`src/hw/rtl/smac_pkg.sv`:
```
// ----------------------------------------------------------------------------
// smac_pkg
// Shared types, codes and helper functions of the subset-match assumption
// cache.
// ----------------------------------------------------------------------------
package smac_pkg;

	// Field widths
	localparam int TERM_W = 31;
	localparam int SET_W  = 64;
	localparam int IDX_W  = 6;
	localparam int KIND_W = 3;

	// Default table sizes
	localparam int ATOM_SLOTS_DEF  = 64;
	localparam int SAT_SLOTS_DEF   = 16;
	localparam int UNSAT_SLOTS_DEF = 16;

	// Request kinds
	localparam logic [KIND_W-1:0] KIND_REGISTER     = 3'd0;
	localparam logic [KIND_W-1:0] KIND_RECORD_SAT   = 3'd1;
	localparam logic [KIND_W-1:0] KIND_RECORD_UNSAT = 3'd2;
	localparam logic [KIND_W-1:0] KIND_LOOKUP_SAT   = 3'd3;
	localparam logic [KIND_W-1:0] KIND_LOOKUP_UNSAT = 3'd4;

	typedef struct packed {
		logic [KIND_W-1:0] kind;
		logic [TERM_W-1:0] term;
		logic [SET_W-1:0]  atom_set;
	} smac_req_t;

	typedef struct packed {
		logic [IDX_W-1:0]  atom_slot;
		logic              hit;
		logic [TERM_W-1:0] conflict_term;
		logic              term_valid;
		logic              last;
		logic              status;
	} smac_rsp_t;

	// Shared compare unit operations
	typedef enum logic [0:0] {
		CMP_EQ,
		CMP_SUBSET
	} cmp_op_t;

	// Sequencer states
	typedef enum logic [2:0] {
		ST_IDLE,
		ST_SCAN,
		ST_EMIT,
		ST_BIT,
		ST_BIT_OUT
	} state_t;

	// Address width of a table of the given depth
	function automatic int addr_w(input int depth);
		return (depth > 1) ? $clog2(depth) : 1;
	endfunction

	// Width of a counter that can hold the depth itself
	function automatic int cnt_w(input int depth);
		return $clog2(depth + 1);
	endfunction

endpackage

```
`src/hw/rtl/smac_ram.sv`:
```
// ----------------------------------------------------------------------------
// smac_ram
// Single write port, single read port table with registered read data.
// ----------------------------------------------------------------------------
module smac_ram #(
	parameter int DEPTH = 16,
	parameter int WIDTH = 64
) (
	input  logic                                 clk,
	input  logic                                 we,
	input  logic [smac_pkg::addr_w(DEPTH)-1:0]   waddr,
	input  logic [WIDTH-1:0]                     wdata,
	input  logic                                 re,
	input  logic [smac_pkg::addr_w(DEPTH)-1:0]   raddr,
	output logic [WIDTH-1:0]                     rdata
);

	logic [WIDTH-1:0] mem [DEPTH];
	logic [WIDTH-1:0] rdata_q;

	// Write port
	always_ff @(posedge clk) begin
		if (we) begin
			mem[waddr] <= wdata;
		end
	end

	// Registered read port
	always_ff @(posedge clk) begin
		if (re) begin
			rdata_q <= mem[raddr];
		end
	end

	assign rdata = rdata_q;

endmodule

```
`src/hw/rtl/smac_cmp.sv`:
```
// ----------------------------------------------------------------------------
// smac_cmp
// Shared compare unit: word equality for the term search, subset test for
// the row scans.
// ----------------------------------------------------------------------------
module smac_cmp (
	input  smac_pkg::cmp_op_t               op,
	input  logic [smac_pkg::SET_W-1:0]      a,
	input  logic [smac_pkg::SET_W-1:0]      b,
	output logic                            match
);

	// Equality, or a is a subset of b
	always_comb begin
		case (op)
			smac_pkg::CMP_EQ:     match = ((a ^ b) == '0);
			smac_pkg::CMP_SUBSET: match = ((a & ~b) == '0);
			default:              match = 1'b0;
		endcase
	end

endmodule

```
`src/hw/rtl/subset_match_assumption_cache_unit.sv`:
```
// ----------------------------------------------------------------------------
// subset_match_assumption_cache_unit
// Term index table plus sat and unsat atom-set tables with subset queries.
// ----------------------------------------------------------------------------
// One item is handled at a time; req_ready is high only while the sequencer
// is idle, and a result waiting in the output register does not hold it off.
// Records go from idle to the emit state and back. register_atom and both
// lookups scan their table through its single read port, one entry per
// cycle, with one shared compare unit, ending early on a hit. An unsat
// hit then walks the core one clear bit position per cycle; each set bit
// takes an extra state that reads the term table and then waits out any
// output stall. The tables need no clearing after reset.
// ----------------------------------------------------------------------------
module subset_match_assumption_cache_unit #(
	parameter int ATOM_SLOTS  = smac_pkg::ATOM_SLOTS_DEF,
	parameter int SAT_SLOTS   = smac_pkg::SAT_SLOTS_DEF,
	parameter int UNSAT_SLOTS = smac_pkg::UNSAT_SLOTS_DEF
) (
	input  logic                clk,
	input  logic                arst_n,
	input  logic                req_valid,
	output logic                req_ready,
	input  smac_pkg::smac_req_t req,
	output logic                rsp_valid,
	input  logic                rsp_ready,
	output smac_pkg::smac_rsp_t rsp
);

	localparam int AAW = smac_pkg::addr_w(ATOM_SLOTS);
	localparam int SAW = smac_pkg::addr_w(SAT_SLOTS);
	localparam int UAW = smac_pkg::addr_w(UNSAT_SLOTS);
	localparam int ACW = smac_pkg::cnt_w(ATOM_SLOTS);
	localparam int SCW = smac_pkg::cnt_w(SAT_SLOTS);
	localparam int UCW = smac_pkg::cnt_w(UNSAT_SLOTS);
	localparam int XW0 = (ACW > SCW) ? ACW : SCW;
	localparam int XW  = (XW0 > UCW) ? XW0 : UCW;
	localparam int CNW = smac_pkg::IDX_W + 1;

	// Control state
	smac_pkg::state_t                  state_q, state_d;
	logic [ACW-1:0]                    atom_count_q;
	logic [SCW-1:0]                    sat_count_q;
	logic [UCW-1:0]                    unsat_count_q;
	logic                              cmp_vld_s1;
	logic                              rsp_valid_q;

	// Item and scan payload
	logic [smac_pkg::KIND_W-1:0]       kind_q;
	logic [smac_pkg::TERM_W-1:0]       term_q;
	logic [smac_pkg::SET_W-1:0]        set_q;
	logic [XW-1:0]                     scan_idx_q;
	logic [XW-1:0]                     cmp_idx_s1;
	logic                              found_q;
	logic [smac_pkg::IDX_W-1:0]        hit_idx_q;
	logic [smac_pkg::SET_W-1:0]        rem_q;
	logic [smac_pkg::IDX_W-1:0]        bit_q;
	smac_pkg::smac_rsp_t               rsp_q, rsp_d;

	// Sequencer controls
	logic                              accept;
	logic                              can_load;
	logic                              load_rsp;
	logic                              scan_issue;
	logic                              scan_more;
	logic                              scan_hit;
	logic [XW-1:0]                     scan_lim;
	logic                              wr_atom, wr_sat, wr_unsat;
	logic                              bit_rd, bit_step;
	logic                              bit_known;
	logic                              atom_full, sat_full, unsat_full;

	// Table ports
	logic [AAW-1:0]                    atom_raddr;
	logic                              atom_re, sat_re, unsat_re;
	logic [smac_pkg::TERM_W-1:0]       atom_rd;
	logic [smac_pkg::SET_W-1:0]        sat_rd, unsat_rd;

	// Shared compare unit
	smac_pkg::cmp_op_t                 cmp_op;
	logic [smac_pkg::SET_W-1:0]        cmp_a, cmp_b;
	logic                              cmp_match;

	assign req_ready = (state_q == smac_pkg::ST_IDLE);
	assign accept    = req_valid && req_ready;
	assign can_load  = !rsp_valid_q || rsp_ready;

	assign atom_full  = (atom_count_q == ACW'(ATOM_SLOTS));
	assign sat_full   = (sat_count_q == SCW'(SAT_SLOTS));
	assign unsat_full = (unsat_count_q == UCW'(UNSAT_SLOTS));
	assign bit_known  = (CNW'(bit_q) < CNW'(atom_count_q));

	// Tables
	smac_ram #(.DEPTH(ATOM_SLOTS), .WIDTH(smac_pkg::TERM_W)) u_atom_ram (
		.clk   (clk),
		.we    (wr_atom),
		.waddr (atom_count_q[AAW-1:0]),
		.wdata (term_q),
		.re    (atom_re),
		.raddr (atom_raddr),
		.rdata (atom_rd)
	);

	smac_ram #(.DEPTH(SAT_SLOTS), .WIDTH(smac_pkg::SET_W)) u_sat_ram (
		.clk   (clk),
		.we    (wr_sat),
		.waddr (sat_count_q[SAW-1:0]),
		.wdata (set_q),
		.re    (sat_re),
		.raddr (scan_idx_q[SAW-1:0]),
		.rdata (sat_rd)
	);

	smac_ram #(.DEPTH(UNSAT_SLOTS), .WIDTH(smac_pkg::SET_W)) u_unsat_ram (
		.clk   (clk),
		.we    (wr_unsat),
		.waddr (unsat_count_q[UAW-1:0]),
		.wdata (set_q),
		.re    (unsat_re),
		.raddr (scan_idx_q[UAW-1:0]),
		.rdata (unsat_rd)
	);

	// Read port steering
	assign atom_re    = (scan_issue && (kind_q == smac_pkg::KIND_REGISTER)) || bit_rd;
	assign sat_re     = scan_issue && (kind_q == smac_pkg::KIND_LOOKUP_SAT);
	assign unsat_re   = scan_issue && (kind_q == smac_pkg::KIND_LOOKUP_UNSAT);
	assign atom_raddr = (state_q == smac_pkg::ST_BIT) ? bit_q[AAW-1:0] : scan_idx_q[AAW-1:0];

	// Operand selection for the compare unit
	always_comb begin
		case (kind_q)
			smac_pkg::KIND_REGISTER: begin
				cmp_op = smac_pkg::CMP_EQ;
				cmp_a  = smac_pkg::SET_W'(term_q);
				cmp_b  = smac_pkg::SET_W'(atom_rd);
			end
			smac_pkg::KIND_LOOKUP_SAT: begin
				cmp_op = smac_pkg::CMP_SUBSET;
				cmp_a  = set_q;
				cmp_b  = sat_rd;
			end
			default: begin
				cmp_op = smac_pkg::CMP_SUBSET;
				cmp_a  = unsat_rd;
				cmp_b  = set_q;
			end
		endcase
	end

	smac_cmp u_cmp (
		.op    (cmp_op),
		.a     (cmp_a),
		.b     (cmp_b),
		.match (cmp_match)
	);

	// Scan bounds
	always_comb begin
		case (kind_q)
			smac_pkg::KIND_REGISTER:   scan_lim = XW'(atom_count_q);
			smac_pkg::KIND_LOOKUP_SAT: scan_lim = XW'(sat_count_q);
			default:                   scan_lim = XW'(unsat_count_q);
		endcase
	end

	assign scan_more = (scan_idx_q < scan_lim);
	assign scan_hit  = cmp_vld_s1 && cmp_match;

	// State register
	always_ff @(posedge clk or negedge arst_n) begin
		if (!arst_n) begin
			state_q <= smac_pkg::ST_IDLE;
		end else begin
			state_q <= state_d;
		end
	end

	// Next state and sequencer outputs
	always_comb begin
		state_d    = state_q;
		scan_issue = 1'b0;
		load_rsp   = 1'b0;
		wr_atom    = 1'b0;
		wr_sat     = 1'b0;
		wr_unsat   = 1'b0;
		bit_rd     = 1'b0;
		bit_step   = 1'b0;
		rsp_d      = '0;
		rsp_d.last = 1'b1;
		case (state_q)
			smac_pkg::ST_IDLE: begin
				if (req_valid) begin
					case (req.kind)
						smac_pkg::KIND_REGISTER,
						smac_pkg::KIND_LOOKUP_SAT,
						smac_pkg::KIND_LOOKUP_UNSAT: state_d = smac_pkg::ST_SCAN;
						smac_pkg::KIND_RECORD_SAT,
						smac_pkg::KIND_RECORD_UNSAT: state_d = smac_pkg::ST_EMIT;
						default:                     state_d = smac_pkg::ST_IDLE;
					endcase
				end
			end
			smac_pkg::ST_SCAN: begin
				scan_issue = scan_more && !scan_hit;
				if (scan_hit || (!scan_more && !cmp_vld_s1)) begin
					state_d = smac_pkg::ST_EMIT;
				end
			end
			smac_pkg::ST_EMIT: begin
				case (kind_q)
					smac_pkg::KIND_REGISTER: begin
						if (found_q) begin
							rsp_d.atom_slot = hit_idx_q;
						end else if (atom_full) begin
							rsp_d.status = 1'b1;
						end else begin
							rsp_d.atom_slot = smac_pkg::IDX_W'(atom_count_q);
							wr_atom         = can_load;
						end
					end
					smac_pkg::KIND_RECORD_SAT: begin
						if (sat_full) begin
							rsp_d.status = 1'b1;
						end else begin
							wr_sat = can_load;
						end
					end
					smac_pkg::KIND_RECORD_UNSAT: begin
						if (unsat_full) begin
							rsp_d.status = 1'b1;
						end else begin
							wr_unsat = can_load;
						end
					end
					default: begin
						rsp_d.hit = found_q;
					end
				endcase
				// a non-empty matching core streams its atoms instead
				if ((kind_q == smac_pkg::KIND_LOOKUP_UNSAT) && found_q && (rem_q != '0)) begin
					state_d = smac_pkg::ST_BIT;
				end else if (can_load) begin
					load_rsp = 1'b1;
					state_d  = smac_pkg::ST_IDLE;
				end
			end
			smac_pkg::ST_BIT: begin
				if (rem_q[0]) begin
					bit_rd  = 1'b1;
					state_d = smac_pkg::ST_BIT_OUT;
				end else begin
					bit_step = 1'b1;
				end
			end
			smac_pkg::ST_BIT_OUT: begin
				rsp_d.atom_slot     = bit_q;
				rsp_d.hit           = 1'b1;
				rsp_d.conflict_term = bit_known ? atom_rd : '0;
				rsp_d.term_valid    = 1'b1;
				rsp_d.last          = (rem_q[smac_pkg::SET_W-1:1] == '0);
				if (can_load) begin
					load_rsp = 1'b1;
					bit_step = 1'b1;
					state_d  = rsp_d.last ? smac_pkg::ST_IDLE : smac_pkg::ST_BIT;
				end
			end
			default: begin
				state_d = smac_pkg::ST_IDLE;
			end
		endcase
	end

	// Table fill counts, compare stage valid and output valid
	always_ff @(posedge clk or negedge arst_n) begin
		if (!arst_n) begin
			atom_count_q  <= '0;
			sat_count_q   <= '0;
			unsat_count_q <= '0;
			cmp_vld_s1    <= 1'b0;
			rsp_valid_q   <= 1'b0;
		end else begin
			if (wr_atom) begin
				atom_count_q <= atom_count_q + 1'b1;
			end
			if (wr_sat) begin
				sat_count_q <= sat_count_q + 1'b1;
			end
			if (wr_unsat) begin
				unsat_count_q <= unsat_count_q + 1'b1;
			end
			cmp_vld_s1 <= scan_issue;
			if (load_rsp) begin
				rsp_valid_q <= 1'b1;
			end else if (rsp_ready) begin
				rsp_valid_q <= 1'b0;
			end
		end
	end

	// Item, scan and stream payload
	always_ff @(posedge clk) begin
		if (accept) begin
			kind_q     <= req.kind;
			term_q     <= req.term;
			set_q      <= req.atom_set;
			scan_idx_q <= '0;
			found_q    <= 1'b0;
			bit_q      <= '0;
		end else begin
			if (scan_issue) begin
				scan_idx_q <= scan_idx_q + 1'b1;
			end
			if (scan_hit) begin
				found_q   <= 1'b1;
				hit_idx_q <= smac_pkg::IDX_W'(cmp_idx_s1);
				rem_q     <= unsat_rd;
			end else if (bit_step) begin
				rem_q <= rem_q >> 1;
			end
			if (bit_step) begin
				bit_q <= bit_q + 1'b1;
			end
		end
		cmp_idx_s1 <= scan_idx_q;
		if (load_rsp) begin
			rsp_q <= rsp_d;
		end
	end

	assign rsp_valid = rsp_valid_q;
	assign rsp       = rsp_q;

endmodule

```
`config.mk`:
```
export PLATFORM = sky130hd
export DESIGN_NAME = subset_match_assumption_cache_unit
export DESIGN_NICKNAME = d
export VERILOG_FILES = /design/src/hw/rtl/smac_pkg.sv /design/src/hw/rtl/smac_ram.sv /design/src/hw/rtl/smac_cmp.sv /design/src/hw/rtl/subset_match_assumption_cache_unit.sv
export SDC_FILE = /design/constraint.sdc
export NUM_CORES = 2
export LEC_CHECK = 0
export BUFFER_PORTS_ARGS = -buffer_cell sky130_fd_sc_hd__buf_4
export CAP_MARGIN = 25
export CORE_MARGIN = 10
export CORE_UTILIZATION = 50
export DETAILED_ROUTE_END_ITERATION = 12
export PLACE_DENSITY = 0.67
export SYNTH_ARGS = -nofsm -noshare
export SYNTH_HDL_FRONTEND = slang
export SYNTH_SLANG_ARGS = --single-unit
```
`constraint.sdc`:
```
create_clock -name clk -period 14.7 [get_ports clk]
set_input_delay 2.94 -clock clk [delete_from_list [all_inputs] [get_ports clk]]
set_output_delay 2.94 -clock clk [all_outputs]
set_load 0.005 [all_outputs]
```
==> results.json <==
{
  "clock_latency_ps": 990,
  "cts_tree": "yes",
  "initial_core_util_pct": 50.2,
  "skew_ps": 71.3,
  "io_pins": 145,
  "synthTopCellsByArea": "edfxtp_1, mux4_2, nand2_1",
  "cp_max_fo": 85,
  "synthFlopType": "edfxtp_1",
  "grt_pass1_vias": 87500,
  "clock-sinks": 4442,
  "p_int_mw": 23.2,
  "drive_above_1_share_pct": 21.1,
  "tightest_slew_ps": 1210,
  "htreeDepth": 5,
  "cts_setup_buffers": 0,
  "vias": 90500,
  "tns_ps": 0,
  "hp-class": "reg -> reg",
  "slowest_delay_ps": 840,
  "start_kind": "flip-flop",
  "cp.buffers_inverters": 4,
  "slew-limit-headroom_pct": 19.2,
  "synthTopCellsByCount": "edfxtp_1, nand2_1, mux4_2",
  "finalWirelength_um": 475000,
  "clock.fmax_ghz": 0.152,
  "fin_nets": 9504,
  "dp_hpwl_um": 285000,
  "synth_top_cell_by_area": "edfxtp_1",
  "required_ps": 15270,
  "switching_share_pct": 27.4,
  "numPortBuffers": 144,
  "fin_crit_sh_pct": 44.6,
  "cts_buffers": 435,
  "ant_nets": 0,
  "p_per_area_mw_per_mm2": 164,
  "rsz0062_at_grt": "false",
  "wire_per_inst_um": 33.4,
  "grt_pass1_wl_um": 666000,
  "synthToLayoutAreaGrowth_pct": 13.2,
  "syn_nets": 9174,
  "yosysMostFrequentCell": "edfxtp_1",
  "synth_area_mm2": 0.172,
  "synth_top_area_share_pct": 76.8,
  "synth-seq-area-share_pct": 77.3,
  "drtIter0Drc": 13000,
  "cp_top_family": "buffers and inverters",
  "ys_ff_latch": 4442,
  "slew_violations": 0,
  "yosysWarnings": 0,
  "row_count": 215,
  "cts_hold_buf": 0,
  "track_usage_pct": 25.3,
  "crit_top_cell": "buf_4",
  "place_congestion": 0.902,
  "period_minus_slack_ps": 6560,
  "clk_pin_slew_worst_paths_ps": 70,
  "p_comb_share_pct": 18.2,
  "drtPass1Iterations": 7,
  "grt_antenna_before_repair": 35,
  "via_per_inst": 6.36,
  "pwr-share-seq_pct": 47.3,
  "ir_drop_mv": 0.210,
  "outcome": "complete, no violations",
  "worstSetupPathType": "reg -> reg",
  "core_region_area_mm2": 0.343,
  "switchingPower_mw": 8.75,
  "syn_inst": 8985,
  "synth_cell_types": 60,
  "clkPwrFrac_pct": 34.5,
  "cts-root-buf": "clkbuf_16",
  "crit_arrival_ps": 7130,
  "grt_start_max_net_pins": 166,
  "dieArea_mm2": 0.368,
  "synth_edf_count": 4400,
  "die_w_um": 607,
  "finalHoldViolCount": 0,
  "setup_violations": 0,
  "crit_chain": "nor3_2 > buf_4 > nor2_4 > buf_4 > buf_4 > a22oi_1 > ha_1 > nand4_1 > nor4_1 > nand2_1 > o32ai_4 > buf_4 > nor2_1 > a22o_2",
  "drc": 0,
  "cts_buffer_depth": 4,
  "p_leak_nw": 60.8,
  "synth_area_per_cell_um2": 19.2,
  "critPathCaptureType": "flip-flop",
  "gr-total-overflow": 0,
  "cp_slowest_cell": "nor4_1",
  "async_flop_share_pct": 0.495,
  "holdWs_ps": 406,
  "die_y_um": 607,
  "max-cap-violations": 0,
  "cts_resized": 0
}
-- metrics by stage --
stage	cells	util [%]	instance area [um^2]	power [mW]	setup WS (ps)
3_3_place_gp	13400	52.3	179000	21.0	7980
2_1_floorplan	8985	-	172000	18.7	5630
5_1_grt	14200	56.8	195000	32.8	7830
3_5_place_dp	13400	52.5	180000	21.1	7950
6_report	14200	56.8	195000	31.9	8140
4_1_cts	14200	56.6	194000	32.0	8170
-- layer usage --
layer,part of all wire [%],global-route usage (%),up-vias
met1,37,34.0,47300
met2,48,40.6,5067
met4,6.0,12.3,4
met5,0.0061,0,-
li1,-,-,37200
met3,9.1,4.12,890
-- logic make-up after synthesis --
family,after synthesis,share of synthesized area (%)
XOR/XNOR,26,0.132
AO/OA/AOI/OAI,865,3.71
buffers and inverters,666,1.54
AND/OR/NAND/NOR,1807,4.65
adder cells (fa/ha/maj),87,0.633
multiplexers,1092,12.0
flip-flops,4442,77.3
-- power groups by stage --
stage	registers, mW	clock network, mW	logic (mW)
finish	15.1	11.0	5.82
CTS	15.1	11.1	5.81
floorplan	15.5	0	3.25
global placement	15.3	0	5.70
detailed placement	15.3	0	5.80
global route	15.1	11.6	6.11
-- registers in the layout, summed over array words and instances, names as in the netlist, 6 cells and up --
name	count
u_unsat_ram.mem	1024
cmp_idx_s1	6
scan_idx_q	7
rsp	41
hit_idx_q	6
u_sat_ram.mem	1024
bit_q	6
u_unsat_ram.rdata	64
u_atom_ram.mem	1984
atom_count_q	7
rem_q	64
set_q	64
u_atom_ram.rdata	31
term_q	31
u_sat_ram.rdata	64
-- layout make-up --
cell class,instances,area (um^2)
clock buffer,531,11400
sequential,4442,133000
timing repair buffer,446,4350
fill,25100,148000
multi-input combinational,3877,37100
tap,4557,5700
clock inverter,255,2610
antenna,6,15.0
inverter,113,424
-- worst reg2reg max path, cell delays in order, from the launching register on --
cell and delay (ps):
edfxtp_1 540, nor3_2 90, buf_4 340, nor2_4 170
buf_4 430, buf_4 750, a22oi_1 180, ha_1 350
nand4_1 210, nor4_1 850, nand2_1 250, o32ai_4 250
buf_4 740, nor2_1 350, a22o_2 580
-- cell usage in the layout (no fill, tap or decap), types with 89 or more instances in the layout --
cell type / n
a211oi_1: 243
a22oi_1: 102
a311oi_1: 90
a31oi_1: 90
buf_4: 379
clkbuf_1: 89
clkbuf_16: 441
clkinv_1: 100
edfxtp_1: 4400
inv_1: 112
mux2_2: 96
mux2i_1: 226
mux4_2: 766
nand2_1: 994
nand3_1: 446
nand4_1: 90
-- path summary, 6_finish.rpt --
| path | start | to | slack (ps) | cells past startpoint |
|---|---|---|---|---|
| setup / recovery | kind_q[1] | u_atom_ram.rdata[20] | 8140 | 14 |
| hold / removal | cmp_idx_s1[5] | hit_idx_q[5] | 410 | 0 |
| setup reg to reg | kind_q[1] | u_atom_ram.rdata[20] | 8140 | 14 |
| hold reg to reg | cmp_idx_s1[5] | hit_idx_q[5] | 410 | 0 |
| max in group asynchronous | arst_n | atom_count_q[0] | 12360 | 1 |
| min in group asynchronous | arst_n | state_q[0] | 1940 | 1 |
(Power assumes the default switching activity.)
